### config.mk
export PLATFORM = sky130hd
export DESIGN_NAME = rsa_ram
export DESIGN_NICKNAME = d
export VERILOG_FILES = /design/src/rtl/rsa_ram.sv
export SDC_FILE = /design/constraint.sdc
export NUM_CORES = 1
export LEC_CHECK = 0
export ABC_CLOCK_PERIOD_IN_PS = 900
export BUFFER_PORTS_ARGS = -buffer_cell sky130_fd_sc_hd__buf_4
export CORE_MARGIN = 4
export CORE_UTILIZATION = 40
export DETAILED_ROUTE_END_ITERATION = 8
export GPL_TIMING_DRIVEN = 0
export PLACE_DENSITY = 0.74
export SYNTH_ARGS = -nofsm -noshare
export SYNTH_HDL_FRONTEND = slang
export SYNTH_SLANG_ARGS = --single-unit
### constraint.sdc
create_clock -name clk_i -period 0.9 [get_ports clk_i]
set_input_delay 0.135 -clock clk_i [delete_from_list [all_inputs] [get_ports clk_i]]
set_output_delay 0.135 -clock clk_i [all_outputs]
set_load 0.05 [all_outputs]
### src/rtl/rsa_ram.sv
// ----------------------------------------------------------------------------
// rsa_ram
// Generic single-write, single-read RAM with a registered read port.
// ----------------------------------------------------------------------------
module rsa_ram #(
  parameter int unsigned WIDTH = 8,
  parameter int unsigned DEPTH = 2,
  parameter int unsigned AW    = (DEPTH > 1) ? $clog2(DEPTH) : 1
) (
  input  logic             clk_i,
  input  logic             we_i,
  input  logic [AW-1:0]    waddr_i,
  input  logic [WIDTH-1:0] wdata_i,
  input  logic             re_i,
  input  logic [AW-1:0]    raddr_i,
  output logic [WIDTH-1:0] rdata_o
);

  logic [WIDTH-1:0] mem_q [DEPTH];
  logic [WIDTH-1:0] rdata_q;

  always_ff @(posedge clk_i) begin
    if (we_i) begin
      mem_q[waddr_i] <= wdata_i;
    end
    if (re_i) begin
      rdata_q <= mem_q[raddr_i];
    end
  end

  assign rdata_o = rdata_q;

endmodule

### Word level (Yosys, flattened, before mapping)

Memory sizes are Yosys's and may differ from the RTL's. A register that Yosys moved wholly into a read port is not among the register bits.
Index checks and enable logic that the tools add are counted.

| word-level totals | value |
|---|---|
| flip-flop bits (word level) | 0 |
| RAM bits | 16 |
| input bits | 13 |
| output and inout bits | 8 |
| logic and storage cells | 3 |
| memories | 1 |

| cells by class | value |
|---|---|
| mux-type cells | 2 |

Memory list:

| memory | depth | width | rd ports | clocked after memory_dff | write ports | RTL line | RTL |
|---|---|---|---|---|---|---|---|
| mem_q | 2 | 8 | 1 | 1 | 1 | 19 | `logic [WIDTH-1:0] mem_q [DEPTH];` |

Operators with widths:

| cell | number |
|---|---|
| two-way mux 1 bit | 2 |

### Depth between registers and ports, before layout

| logic depth | value |
|---|---|
| depth in word-level cells | 2 |
| depth in mapped cells | 2 |

### Worst setup path before layout

OpenSTA, ideal clock, no wires.

| timing | value |
|---|---|
| path type | input-to-reg |
| start | input we_i |
| end | memory mem_q[0][0] (enable) |
| setup time | 0.373 ns |
| data arrival time | 0.555 ns |
| required time | 0.527 ns |
| slack | -0.028 ns |
| cell stages on the path | 1 |
| path buffers | 0 |
| cells stage by stage | nor2b_1 |

| between the ends | value |
|---|---|
| cells in the longest elaborated chain, start to end | 2 |

Ends and longest elaborated chain:

| what | RTL line | RTL |
|---|---|---|
| start: declaration | 11 | `input logic we_i,` |
| two-way mux 1 bit | 23 | `if (we_i) begin` |
| two-way mux 1 bit (implied by the code) | 24 | `mem_q[waddr_i] <= wdata_i;` |
| end: declaration | 19 |  |

No other way between the ends.

### Worst setup path after layout

| timing | value |
|---|---|
| start | register rdata_q[2], in the netlist rdata_o[2], read port of mem_q |
| end | output rdata_o[2] |

RTL lines:

| what | RTL line | RTL |
|---|---|---|
| start: declaration | 20 | `logic [WIDTH-1:0] rdata_q;` |
| end: declaration | 16 | `output logic [WIDTH-1:0] rdata_o` |

No word-level cell between the ends.

==> run_results.csv <==
group,metric,value,unit
outcome,status,"finished, violations left",
outcome,violations,"negative setup slack",
yosys,syn_area_per_cell,24.70,µm²
timing,slew_headroom,72.64,%
worst_setup_path,critPathMaxStageDelay,400,ps
worst_setup_path,required,760,ps
worst_setup_path,path_cells,"buf_6",
timing,rsz0062_at_grt,"true",
power_and_ir_drop,p_per_area,1757,mW/mm²
worst_setup_path,cp.buffers_inverters,1,
yosys,netlist_area,864.6,µm²
worst_setup_path,crit_family,"flip-flops",
drt,drt-wirelength-per-cell,11.01,µm
timing,max_freq,1008,MHz
final_layout,layout_commonest_cell,"edfxtp_1",
clock_network,cts_buffers,3,
worst_setup_path,critPathCaptureType,"output pin",
grt,grt_max_degree,13,
timing,fin_crit_sh,110.3,%
grt,grt.overflow.total,0,
grt,grt_pass1_vias,348,
yosys,ys_warn_count,0,
final_layout,nets,80,
worst_setup_path,crit_type,"register to output pin",
place,port_buffers,19,
drt,remaining_drc_errors,0,
yosys,synthCells,35,
floorplan,fp.coreArea,0.002002,mm²
timing,hold_violations,0,
final_layout,utilization,58.75,%
timing,min_period,992.3,ps
floorplan,io_pins,21,
floorplan,initial_core_util,43.19,%
final_layout,final_cell_mix,"edfxtp_1, buf_4, buf_6, mux2_4, dlygate4sd3_1",
drt,vias,397,
final_layout,antennaDiodeCount,0,
flow_run,drv_cap,0,
clock_network,clockRootBuffer,"clkbuf_4",
drt,drtPass1Iterations,4,
final_layout,drive_gt1_share,49.23,%
timing,finalSetupTns,-661.0,ps
clock_network,cts.htree.levels,1,
timing,clock_skew,4.343,ps
yosys,yosysSeqAreaShare,83.36,%
worst_setup_path,crit_fanout,1,
grt,antenna_found_initial,0,
clock_network,cts_buffer_depth,2,
drt,drtIter0Drc,6,
grt,grt_usage,7.139,%
timing,layout_setup_ws,-92.32,ps
timing,timing.hold.ws,106.0,ps
power_and_ir_drop,peakVddDrop,1.180,mV
worst_setup_path,startpoint_type,"register",
clock_network,clkSinkCount,24,
timing,report.final.slew_viol_count,0,
clock_network,worstSkewPairLatency,290,ps
clock_network,clk_pin_slew,110,ps
timing,finalSetupViolations,8,
worst_setup_path,cp.arrival,860,ps
clock_network,cts_tree,"built",
timing,worstMarginPinSlew,408.6,ps
worst_setup_path,cp_slowest_cell,"edfxtp_1",
min_path,min_path_type,"input pin to register",
drt,wl,1013,µm
yosys,ys_ff_latch,24,
drt,avgViaCountPerCell,4.315,
floorplan,dieArea,0.002969,mm²
power_and_ir_drop,cellLeakagePower,0.4545,nW
power_and_ir_drop,power.total,2.067,mW
grt,grt_first_pass_wirelength,1442,µm
floorplan,row_count,16,
place,gp_congestion,0.5964,
drt,ant_nets,0,
floorplan,die_h,54.49,µm
yosys,synth_cell_types,5,
final_layout,area_growth,36.03,%
floorplan,die_w,54.49,µm
yosys,synth_nets,48,
-- sequential cells by signal, summed over array words and instances (netlist names) --
signal   count
mem_q       16
rdata_o      8
-- timing repair --
item	in CTS	in global routing
buffers inserted	0	0
resized for setup	8	0
hold endpoints to repair	0	15
setup endpoints to repair	8	10
hold buffers	0	8
-- report_power, final --
group	internal [mW]	total, mW	switching, mW
Clock	0.155	0.416	0.261
Combinational	0.156	0.308	0.153
Sequential	1.32	1.34	0.0227
-- per-stage QoR --
stage	cells	area [µm²]	setup WS (ps)
global route	92	1176	-145.8
CTS	84	1096	-105.3
finish	92	1176	-92.32
detailed placement	81	1044	-68.14
floorplan	35	867.1	49.63
global placement	81	1044	-66.53
-- cells in the mapped netlist --
cell type / number / area (µm²)
edfxtp_1: 24 / 720.7
and2_1: 1 / 6.260
mux2_4: 8 / 120.1
nor2b_1: 1 / 6.260
buf_6: 1 / 11.26
-- per-layer routing --
layer  track usage [%]  up-vias  share of wire [%]
li1                  -      197                  -
met1             7.434      184                 40
met2             13.15       16                 51
met3             2.452        0                9.1
met4             2.490        0                  0
met5                 0        -                  0
-- area by class of cell --
class / instances / area, µm²
Buffer: 1 / 11.26
Clock buffer: 3 / 22.52
Fill cell: 152 / 825.8
Multi-Input combinational cell: 10 / 135.1
Sequential cell: 24 / 720.7
Tap cell: 27 / 33.78
Timing Repair Buffer: 27 / 252.7
-- kinds of logic (layout without fill, tap and decap cells) --
group / count (synthesis) / after routing / share of synthesized area [%]
simple gates: 2 / 2 / 1.448
mux: 8 / 8 / 13.89
buf+inv: 1 / 31 / 1.302
flops: 24 / 24 / 83.36
-- worst paths after layout --
check / from / endpoint / slack, ps / depth (start not counted)
worst max-delay path: rdata_o[2]$_DFFE_PP_ / rdata_o[2] / -90 / 1
worst min-delay path: re_i / rdata_o[7]$_DFFE_PP_ / 110 / 1
worst min register to register: mem_q[0][3]$_DFFE_PP_ / rdata_o[3]$_DFFE_PP_ / 560 / 1
worst max register to register: mem_q[1][3]$_DFFE_PP_ / rdata_o[3]$_DFFE_PP_ / 20 / 1
No activity file was read; power rests on OpenSTA's default activity.
